## src/hdl/joystick_event_qualifier_defines.svh

```systemverilog
// ---------------------------------------------------------------------------
// Assertion macros for the joystick event qualifier
// Shared forms for the concurrent checks in the RTL.
// ---------------------------------------------------------------------------
`ifndef JOYSTICK_EVENT_QUALIFIER_DEFINES_SVH
`define JOYSTICK_EVENT_QUALIFIER_DEFINES_SVH

// Same-cycle implication, sampled on aclk, off during reset.
`define JEQ_ASSERT_IMPLIES(label, pre, post) \
    label: assert property (@(posedge aclk) disable iff (!aresetn) (pre) |-> (post)) \
        else $error("joystick_event_qualifier: check failed");

// Next-cycle implication, sampled on aclk, off during reset.
`define JEQ_ASSERT_NEXT(label, pre, post) \
    label: assert property (@(posedge aclk) disable iff (!aresetn) (pre) |=> (post)) \
        else $error("joystick_event_qualifier: check failed");

`endif

```

## src/hdl/jeq_pkg.sv

```systemverilog
// ---------------------------------------------------------------------------
// jeq_pkg
// Types and codes shared by the joystick event qualifier modules.
// ---------------------------------------------------------------------------
package jeq_pkg;

    // request codes
    localparam logic [2:0] REQ_TICK   = 3'd0;
    localparam logic [2:0] REQ_AXIS   = 3'd1;
    localparam logic [2:0] REQ_BUTTON = 3'd2;
    localparam logic [2:0] REQ_HAT    = 3'd3;
    localparam logic [2:0] REQ_BALL   = 3'd4;

    // event codes
    localparam logic [1:0] EV_AXIS   = 2'd0;
    localparam logic [1:0] EV_BUTTON = 2'd1;
    localparam logic [1:0] EV_HAT    = 2'd2;
    localparam logic [1:0] EV_BALL   = 2'd3;

    // configuration register indexes
    localparam logic [1:0] CFG_AUTO_REPEAT = 2'd0;
    localparam logic [1:0] CFG_DELAY       = 2'd1;
    localparam logic [1:0] CFG_DEADZONES   = 2'd2;
    localparam logic [1:0] CFG_SENS        = 2'd3;

    // one channel's stored state
    typedef struct packed {
        logic [15:0] last;
        logic [31:0] stamp;
    } jeq_entry_t;

    // write-back request from the decision stage
    typedef struct packed {
        logic       en;
        jeq_entry_t data;
    } jeq_wr_t;

    // item held in the decision stage
    typedef struct packed {
        logic [2:0]  kind;
        logic [4:0]  channel;
        logic [15:0] value;
        logic [15:0] dx;
        logic [15:0] dy;
        logic        in_range;
        logic        in_dz;
        logic [15:0] sens;
    } jeq_item_t;

    // result item
    typedef struct packed {
        logic        valid;
        logic [1:0]  kind;
        logic [4:0]  channel;
        logic [15:0] value;
        logic [15:0] dx;
        logic [15:0] dy;
    } jeq_event_t;

endpackage

```

## src/hdl/jeq_state_mem.sv

```systemverilog
// ---------------------------------------------------------------------------
// jeq_state_mem
// Per-channel state store: one read, one write, registered read data with
// write-to-read forwarding and reset-cleared entry valid bits.
// ---------------------------------------------------------------------------
module jeq_state_mem #(
    parameter int DEPTH = 40
) (
    input  logic                     aclk,
    input  logic                     aresetn,
    input  logic                     rd_en,
    input  logic [$clog2(DEPTH)-1:0] rd_addr,
    input  logic                     wr_en,
    input  logic [$clog2(DEPTH)-1:0] wr_addr,
    input  jeq_pkg::jeq_entry_t      wr_data,
    output jeq_pkg::jeq_entry_t      rd_data
);

    jeq_pkg::jeq_entry_t mem [DEPTH];
    logic [DEPTH-1:0]    vld_reg;
    jeq_pkg::jeq_entry_t rd_reg;
    logic                rd_vld_reg;
    logic                fwd_hit_reg;
    jeq_pkg::jeq_entry_t fwd_reg;

    always_ff @(posedge aclk) begin
        if (wr_en) begin
            mem[wr_addr] <= wr_data;
        end
        if (rd_en) begin
            rd_reg  <= mem[rd_addr];
            fwd_reg <= wr_data;
        end
    end

    always_ff @(posedge aclk) begin
        if (!aresetn) begin
            vld_reg     <= '0;
            rd_vld_reg  <= 1'b0;
            fwd_hit_reg <= 1'b0;
        end else begin
            if (wr_en) begin
                vld_reg[wr_addr] <= 1'b1;
            end
            if (rd_en) begin
                rd_vld_reg  <= vld_reg[rd_addr];
                fwd_hit_reg <= wr_en && (wr_addr == rd_addr);
            end
        end
    end

    // an entry never written reads as zero
    assign rd_data = fwd_hit_reg ? fwd_reg : (rd_vld_reg ? rd_reg : '0);

endmodule

```

## src/hdl/jeq_qualify.sv

```systemverilog
// ---------------------------------------------------------------------------
// jeq_qualify
// Decision logic: compares a sample with its channel's stored state and
// produces the event and the write-back.
// ---------------------------------------------------------------------------
module jeq_qualify (
    input  jeq_pkg::jeq_item_t  item,
    input  jeq_pkg::jeq_entry_t entry,
    input  logic [31:0]         now_ms,
    input  logic                auto_repeat_on,
    input  logic [15:0]         repeat_delay_ms,
    output jeq_pkg::jeq_event_t ev,
    output jeq_pkg::jeq_wr_t    wr
);

    logic [16:0] delta;
    logic [16:0] delta_mag;
    logic [31:0] elapsed;
    logic        repeat_due;
    logic        lvl;
    logic [3:0]  hat;

    assign delta      = {entry.last[15], entry.last} - {item.value[15], item.value};
    assign delta_mag  = delta[16] ? (17'd0 - delta) : delta;
    assign elapsed    = now_ms - entry.stamp;
    assign repeat_due = elapsed >= {16'd0, repeat_delay_ms};
    assign lvl        = item.value != 16'd0;
    assign hat        = item.value[3:0];

    always_comb begin
        ev            = '0;
        ev.channel    = item.channel;
        wr.en         = 1'b0;
        wr.data.last  = entry.last;
        wr.data.stamp = now_ms;
        case (item.kind)
            jeq_pkg::REQ_AXIS: begin
                ev.kind = jeq_pkg::EV_AXIS;
                if (item.in_range) begin
                    if (item.in_dz) begin
                        ev.valid = 1'b1;
                    end else if (item.value != entry.last) begin
                        wr.en        = 1'b1;
                        wr.data.last = item.value;
                        ev.valid     = delta_mag >= {1'b0, item.sens};
                        ev.value     = item.value;
                    end else if (auto_repeat_on && lvl) begin
                        ev.valid = repeat_due;
                        ev.value = item.value;
                    end else begin
                        wr.en = 1'b1;
                    end
                end
            end
            jeq_pkg::REQ_BUTTON: begin
                ev.kind  = jeq_pkg::EV_BUTTON;
                ev.value = {15'd0, lvl};
                if (item.in_range) begin
                    if (lvl != entry.last[0]) begin
                        wr.en        = 1'b1;
                        wr.data.last = {15'd0, lvl};
                        ev.valid     = 1'b1;
                    end else if (auto_repeat_on && lvl) begin
                        ev.valid = repeat_due;
                    end else begin
                        wr.en = 1'b1;
                    end
                end
            end
            jeq_pkg::REQ_HAT: begin
                ev.kind  = jeq_pkg::EV_HAT;
                ev.value = {12'd0, hat};
                if (item.in_range) begin
                    if (hat != entry.last[3:0]) begin
                        wr.en        = 1'b1;
                        wr.data.last = {12'd0, hat};
                        ev.valid     = 1'b1;
                    end else if (auto_repeat_on && (hat != 4'd0)) begin
                        ev.valid = repeat_due;
                    end else begin
                        wr.en = 1'b1;
                    end
                end
            end
            jeq_pkg::REQ_BALL: begin
                ev.kind  = jeq_pkg::EV_BALL;
                ev.dx    = item.dx;
                ev.dy    = item.dy;
                ev.valid = item.in_range && ((item.dx != 16'd0) || (item.dy != 16'd0));
            end
            default: begin
                ev.valid = 1'b0;
            end
        endcase
    end

endmodule

```

## src/hdl/joystick_event_qualifier.sv

```systemverilog
// ---------------------------------------------------------------------------
// joystick_event_qualifier
// Turns polled joystick samples and millisecond ticks into change events.
// ---------------------------------------------------------------------------
// The block takes one item per cycle while s_ready is high and gives at most
// one event for it, through the decision stage and the output register. At the
// transfer the channel's entry (last value and restart stamp) is read from
// the state memory; in the decision stage the sample is qualified against it,
// and as it leaves, the entry is written back and the event goes to the output
// register. An item that reads an entry written in the same cycle takes the
// new data from the forwarding path, so back-to-back samples on one channel are exact.
// The output register parts the two sides: while an event waits, the held
// item stalls in the decision stage and the input stays ready only if that
// stage is free. Entries come out of reset as zero through per-entry valid
// bits, so there is no clearing pass. Ticks advance the millisecond clock in
// the decision stage; trackball samples and out-of-range channels leave the
// memory untouched. Write configuration only while the block is idle.
// ---------------------------------------------------------------------------
`include "joystick_event_qualifier_defines.svh"

module joystick_event_qualifier #(
    parameter int AXES    = 4,
    parameter int BUTTONS = 32,
    parameter int HATS    = 4,
    parameter int BALLS   = 4
) (
    input  logic        aclk,
    input  logic        aresetn,
    // configuration
    input  logic        cfg_we,
    input  logic [1:0]  cfg_addr,
    input  logic [63:0] cfg_wdata,
    // sample input
    input  logic        s_valid,
    output logic        s_ready,
    input  logic [2:0]  s_req_type,
    input  logic [4:0]  s_channel,
    input  logic [15:0] s_sample_value,
    input  logic [15:0] s_ball_dx,
    input  logic [15:0] s_ball_dy,
    // event output
    output logic        m_valid,
    input  logic        m_ready,
    output logic [1:0]  m_event_kind,
    output logic [4:0]  m_event_channel,
    output logic [15:0] m_event_value,
    output logic [15:0] m_event_dx,
    output logic [15:0] m_event_dy
);

    localparam int STAMPS = AXES + BUTTONS + HATS;
    localparam int SLOT_W = $clog2(STAMPS);

    // configuration registers
    logic        auto_repeat_reg;
    logic [15:0] delay_reg;
    logic [63:0] deadzones_reg;
    logic [63:0] sens_reg;

    logic [31:0] now_ms_reg;

    // decision stage
    logic                s1_valid_reg;
    jeq_pkg::jeq_item_t  s1_item_reg;
    logic [SLOT_W-1:0]   s1_slot_reg;
    logic                s1_adv;

    // output register
    logic                out_valid_reg;
    jeq_pkg::jeq_event_t out_reg;

    logic                s_accept;
    jeq_pkg::jeq_item_t  item_next;
    logic [SLOT_W-1:0]   slot_next;
    logic [16:0]         sv_x;
    logic [16:0]         mag;
    logic [15:0]         dz;
    logic [1:0]          axis_sel;

    jeq_pkg::jeq_entry_t entry;
    jeq_pkg::jeq_event_t ev;
    jeq_pkg::jeq_wr_t    wr;
    logic                mem_we;

    // hold the decision stage while an event waits to be taken
    assign s1_adv   = s1_valid_reg && (!out_valid_reg || m_ready);
    assign s_ready  = !s1_valid_reg || s1_adv;
    assign s_accept = s_valid && s_ready;
    assign mem_we   = s1_adv && wr.en;

    always_ff @(posedge aclk) begin
        if (!aresetn) begin
            auto_repeat_reg <= 1'b0;
            delay_reg       <= '0;
            deadzones_reg   <= '0;
            sens_reg        <= '0;
        end else if (cfg_we) begin
            unique case (cfg_addr)
                jeq_pkg::CFG_AUTO_REPEAT: auto_repeat_reg <= cfg_wdata[0];
                jeq_pkg::CFG_DELAY:       delay_reg       <= cfg_wdata[15:0];
                jeq_pkg::CFG_DEADZONES:   deadzones_reg   <= cfg_wdata;
                jeq_pkg::CFG_SENS:        sens_reg        <= cfg_wdata;
                default:                  delay_reg       <= delay_reg;
            endcase
        end
    end

    // Input side: range check, slot of the stamp store, deadzone compare.
    always_comb begin
        axis_sel             = s_channel[1:0];
        dz                   = deadzones_reg[16*axis_sel +: 16];
        sv_x                 = {s_sample_value[15], s_sample_value};
        mag                  = sv_x[16] ? (17'd0 - sv_x) : sv_x;
        item_next.kind       = s_req_type;
        item_next.channel    = s_channel;
        item_next.value      = s_sample_value;
        item_next.dx         = s_ball_dx;
        item_next.dy         = s_ball_dy;
        item_next.in_dz      = mag < {1'b0, dz};
        item_next.sens       = sens_reg[16*axis_sel +: 16];
        item_next.in_range   = 1'b0;
        slot_next            = '0;
        case (s_req_type)
            jeq_pkg::REQ_AXIS: begin
                item_next.in_range = 32'(s_channel) < AXES;
                slot_next          = SLOT_W'(s_channel);
            end
            jeq_pkg::REQ_BUTTON: begin
                item_next.in_range = 32'(s_channel) < BUTTONS;
                slot_next          = SLOT_W'(32'(s_channel) + AXES);
            end
            jeq_pkg::REQ_HAT: begin
                item_next.in_range = 32'(s_channel) < HATS;
                slot_next          = SLOT_W'(32'(s_channel) + AXES + BUTTONS);
            end
            jeq_pkg::REQ_BALL: begin
                item_next.in_range = 32'(s_channel) < BALLS;
            end
            default: begin
                item_next.in_range = 1'b0;
            end
        endcase
    end

    always_ff @(posedge aclk) begin
        if (s_accept) begin
            s1_item_reg <= item_next;
            s1_slot_reg <= slot_next;
        end
    end

    always_ff @(posedge aclk) begin
        if (!aresetn) begin
            s1_valid_reg  <= 1'b0;
            out_valid_reg <= 1'b0;
            now_ms_reg    <= '0;
        end else begin
            if (s_accept) begin
                s1_valid_reg <= 1'b1;
            end else if (s1_adv) begin
                s1_valid_reg <= 1'b0;
            end
            // an item that makes no event still drops a taken one
            if (s1_adv) begin
                out_valid_reg <= ev.valid;
            end else if (m_ready) begin
                out_valid_reg <= 1'b0;
            end
            // advance the clock as the tick leaves the decision stage
            if (s1_adv && (s1_item_reg.kind == jeq_pkg::REQ_TICK)) begin
                now_ms_reg <= now_ms_reg + 32'd1;
            end
        end
    end

    always_ff @(posedge aclk) begin
        if (s1_adv) begin
            out_reg <= ev;
        end
    end

    jeq_state_mem #(
        .DEPTH (STAMPS)
    ) u_mem (
        .aclk    (aclk),
        .aresetn (aresetn),
        .rd_en   (s_accept),
        .rd_addr (slot_next),
        .wr_en   (mem_we),
        .wr_addr (s1_slot_reg),
        .wr_data (wr.data),
        .rd_data (entry)
    );

    jeq_qualify u_qualify (
        .item            (s1_item_reg),
        .entry           (entry),
        .now_ms          (now_ms_reg),
        .auto_repeat_on  (auto_repeat_reg),
        .repeat_delay_ms (delay_reg),
        .ev              (ev),
        .wr              (wr)
    );

    assign m_valid         = out_valid_reg;
    assign m_event_kind    = out_reg.kind;
    assign m_event_channel = out_reg.channel;
    assign m_event_value   = out_reg.value;
    assign m_event_dx      = out_reg.dx;
    assign m_event_dy      = out_reg.dy;

    // a stalled input always has an item in the decision stage behind it
    `JEQ_ASSERT_IMPLIES(a_ready_only_when_busy, !s_ready, s1_valid_reg && out_valid_reg)
    // ticks and trackball samples never touch the state memory
    `JEQ_ASSERT_IMPLIES(a_no_write_tick_ball, s1_valid_reg && ((s1_item_reg.kind == jeq_pkg::REQ_TICK) || (s1_item_reg.kind == jeq_pkg::REQ_BALL)), !wr.en)
    // a new event comes only from an item leaving the decision stage
    `JEQ_ASSERT_IMPLIES(a_event_source, $rose(m_valid), $past(s1_adv && ev.valid))
    // a tick leaving the decision stage advances the clock by one
    `JEQ_ASSERT_NEXT(a_tick_advance, s1_adv && (s1_item_reg.kind == jeq_pkg::REQ_TICK), now_ms_reg == 32'($past(now_ms_reg) + 32'd1))

endmodule
```

## config.mk

```make
export PLATFORM = sky130hd
export DESIGN_NAME = joystick_event_qualifier
export DESIGN_NICKNAME = d
export VERILOG_FILES = /design/src/hdl/jeq_pkg.sv /design/src/hdl/jeq_state_mem.sv /design/src/hdl/jeq_qualify.sv /design/src/hdl/joystick_event_qualifier.sv
export VERILOG_INCLUDE_DIRS = /design/src /design/src/hdl
export SDC_FILE = /design/constraint.sdc
export NUM_CORES = 2
export LEC_CHECK = 0
export BUFFER_PORTS_ARGS = -buffer_cell sky130_fd_sc_hd__buf_2
export CAP_MARGIN = 20
export CORE_ASPECT_RATIO = 0.7
export CORE_MARGIN = 3
export CORE_UTILIZATION = 60
export CTS_BUF_LIST = sky130_fd_sc_hd__clkbuf_16
export CTS_CLUSTER_SIZE = 16
export DETAILED_ROUTE_END_ITERATION = 12
export GPL_ROUTABILITY_DRIVEN = 0
export PLACE_DENSITY = 0.77
export SKIP_CTS_REPAIR_TIMING = 1
export SLEW_MARGIN = 30
export SYNTH_ARGS = -nofsm -noshare
export SYNTH_HDL_FRONTEND = slang
export SYNTH_HIERARCHICAL = 1
export SYNTH_SLANG_ARGS = --single-unit
```

## constraint.sdc

```tcl
create_clock -name aclk -period 9.2 [get_ports aclk]
set_input_delay 0.46 -clock aclk [delete_from_list [all_inputs] [get_ports aclk]]
set_output_delay 0.46 -clock aclk [all_outputs]
set_load 0.01 [all_outputs]
```

==> summary.md <==
| Metric | Value |
|---|---|
| Clock Tree Buf Depth | `3` |
| Area grow syn2layout | `11.69%` |
| Hold Path Depth | `4` |
| Most frequent cell after synthesis | `edfxtp_1` |
| Crit path time final | `6.843 ns` |
| Net Sw Frac | `0.2235` |
| Number of synthesized flops with an enable pin | `2151` |
| Largest fanout on the critical path | `44` |
| Post-synthesis adder-cell area fraction | `0.01312` |
| Setup crit end | `m_valid$_SDFFE_PN0P_` |
| R2R depth | `28` |
| Largest net degree at the start of global routing | `139` |
| Max Clock Skew | `0.03633 ns` |
| CTS root buf | `clkbuf_16` |
| Synth Area in Compound Gates | `0.06589` |
| Post-Synthesis Cell Area | `96540 um2` |
| Die Y | `341.6 um` |
| Routed Antenna Nets | `0` |
| Required @ worst endpoint | `9.87 ns` |
| GRT overflow | `0` |
| Ports | `184` |
| Mapped Avg Cell Area | `16.33 um2` |
| Die X-Extent | `485.4 um` |
| Comb pwr share | `0.065` |
| Initial core utilization | `0.6075` |
| Fin crit share | `0.7438` |
| First-pass GRT wire length | `376.4 mm` |
| Overall routed net length | `262.1 mm` |
| Endpoints failing hold | `0` |
| Min-Delay Path Class | `input port to flop` |
| CP Capture Type | `flop` |
| Hpwl dp | `153.1 mm` |
| Total Neg Setup Slack | `0 ns` |
| Worst Tran Pin Value | `1.011 ns` |
| Top cell type's share of synthesized area | `0.6691` |
| Xor/xnor share of the synthesized area | `0.007893` |
| Syn nets | `6140` |
| Ys flop type | `edfxtp_1` |
| CP max stage cell | `dfxtp_2` |
| Layout Nets | `6436` |
| Reg2reg start | `u_mem/fwd_hit_reg$_SDFFE_PN0P_` |
| Initial DRC count | `8916` |
| Class of the most critical setup path | `flop to flop` |
| Hold slack | `0.09594 ns` |
| Clock buffer count from CTS | `202` |
| Clock Sinks | `2372` |
| Max reg flops | `1920` |
| Core Box Area | `158900 um2` |
| Vias in the first global route | `54450` |
| P_int | `16.54 mW` |
| Post-synth top cells | `2151 x edfxtp_1, 546 x mux2i_1, 460 x nand2_1` |
| Largest family of logic cells by synthesized area | `multiplexers` |
| DRT Pass-1 Iters | `6` |
| DR vias/cell | `6.769` |
| Reg2reg setup slack | `2.36 ns` |
| Area contributors post-synth | `edfxtp_1 67%, mux4_2 6.0%, mux2i_1 5.7%` |
| CP startpoint | `u_mem/fwd_hit_reg$_SDFFE_PN0P_` |
| Worst rel slew slack | `0.3259` |
| Clock transition at path regs | `0.07 ns` |
| H-tree depth | `4` |
| Sw power | `4.761 mW` |
| Peak supply drop | `0.2192 mV` |
| Sequential group share of total power | `0.554` |
| YS warnings | `6` |
| Number of buffers added on ports | `183` |
| Vias | `57450` |
| Worst path top cell family by delay | `compound AO/OA/AOI/OAI gates` |
| Reg2Reg Capture Point | `m_valid$_SDFFE_PN0P_` |
| Worst-Skew Late Latency | `0.85 ns` |
| Critical Path Max Stage Delay | `0.55 ns` |
| Max Freq | `0.1461 GHz` |
| Initial antenna violation count | `8` |
| Finish-stage setup viols | `0` |
| RSZ-0062 raised after global routing | `no` |
| Die footprint | `165800 um2` |
| Final Max Slew Viols | `0` |
| WL/cell | `30.89 um` |
| CTS tree | `built` |
| DRC | `0` |
| CP bufs+invs | `2` |
| GRT Total Usage | `0.3112` |
| Critical Path AT | `7.51 ns` |
| Synthesis-stage register bit count | `2372` |
| Post-Syn Instances | `5913` |
| Clock power share | `0.381` |
| Post-synth ARST share | `0` |
| Simple-Gate Fraction of Synth Area | `0.05173` |
| Layout cells sized above 1 | `0.1608` |
| Mux cell area share after synthesis | `0.1230` |
| Row count | `122` |
| Synth cell types | `88` |
| Startpoint Class | `flop` |
| PwrDens | `197.6 nW/um2` |
| Post-synthesis sequential area ratio | `0.7149` |
| Fillers | `10030` |
| Cell depth of the worst setup path | `28` |
| Tot Pwr | `21.30 mW` |
| Yosys top cell by area | `edfxtp_1` |
| Maxcap violations | `0` |
| Outcome | `complete, no violations` |
| Pleak | `36.96 nW` |
==> stage by stage <==
stage | setup slack, ns | utilization | std cells | instance area [um2]
2_1_floorplan | 2.310 | - | 5913 | 96540
3_3_place_gp | 2.669 | 0.6280 | 7971 | 99790
3_5_place_dp | 2.624 | 0.6311 | 7989 | 100300
4_1_cts | 2.552 | 0.6702 | 8360 | 106500
5_1_grt | 2.001 | 0.6785 | 8485 | 107800
6_report | 2.357 | 0.6785 | 8487 | 107800
==> cell type report <==
class / count / area, um2 / area share
clock buffers: 205 / 5130 / 0.04758
multi-input cells: 3063 / 25700 / 0.2384
repair buffers: 458 / 3816 / 0.03539
diodes: 3 / 7.507 / 0.00006962
well taps: 2108 / 2638 / 0.02446
clock inverters: 166 / 1087 / 0.01008
inverters: 112 / 422.9 / 0.003922
flip-flops and latches: 2372 / 69020 / 0.6401
==> worst min-delay path, delay by kind of cell <==
kind,cells,cell delay (ns)
muxes,1,0.14
buffers and inverters,1,0.14
and+or+nand+nor,2,0.14
==> power by group through the flow <==
stage / clock, mW / sequential (mW) / combinational, mW
6_report: 8.12 / 11.8 / 1.39
5_1_grt: 8.63 / 11.8 / 1.47
4_1_cts: 8.17 / 11.8 / 1.31
3_5_place_dp: 0 / 12.0 / 1.30
3_3_place_gp: 0 / 12.0 / 1.28
2_1_floorplan: 0 / 12.0 / 0.876
==> routing by layer <==
| layer | up-vias | GRT usage | part of all wire |
|---|---|---|---|
| li1 | 23660 | - | - |
| met1 | 28860 | 0.4753 | 0.38 |
| met2 | 4378 | 0.4409 | 0.43 |
| met3 | 548 | 0.08463 | 0.15 |
| met4 | 6 | 0.09351 | 0.032 |
| met5 | - | 0.004638 | 0.00039 |
==> how the worst min path moves through the flow <==
| stage | start | end |
|---|---|---|
| after global routing | cfg_addr[0] | deadzones_reg[15]$_SDFFE_PN0P_ |
| after floorplan | deadzones_reg[63]$_SDFFE_PN0P_ | deadzones_reg[63]$_SDFFE_PN0P_ |
| after global placement | s1_item_reg[69]$_DFFE_PP_ | m_event_channel[3]$_DFFE_PP_ |
| final | cfg_addr[1] | auto_repeat_reg$_SDFFE_PN0P_ |
| after detailed placement | s1_item_reg[70]$_DFFE_PP_ | m_event_channel[4]$_DFFE_PP_ |
| after CTS | s_ball_dx[3] | s1_item_reg[37]$_DFFE_PP_ |
==> cell families after synthesis <==
kind of cell | count (synthesis)
xor gates and xnor gates | 87
DFF | 2372
AOI/OAI and AO/OA | 934
adders and majority gates | 100
buffers and inverters | 478
and+or+nand+nor | 1086
muxes | 856
==> cell usage in the layout (no fill, tap or decap), types with 149 or more instances in the layout <==
| cell | Yosys | routed |
|---|---|---|
| nand2_1 | 460 | 458 |
| a21oi_1 | 304 | 302 |
| nor2_1 | 218 | 173 |
| inv_1 | 111 | 149 |
| clkbuf_16 | 0 | 205 |
| mux4_2 | 259 | 259 |
| mux2i_1 | 546 | 546 |
| dfxtp_1 | 221 | 219 |
| buf_2 | 90 | 183 |
| a22oi_1 | 192 | 192 |
| edfxtp_1 | 2151 | 2151 |
(Power assumes the default switching activity.)
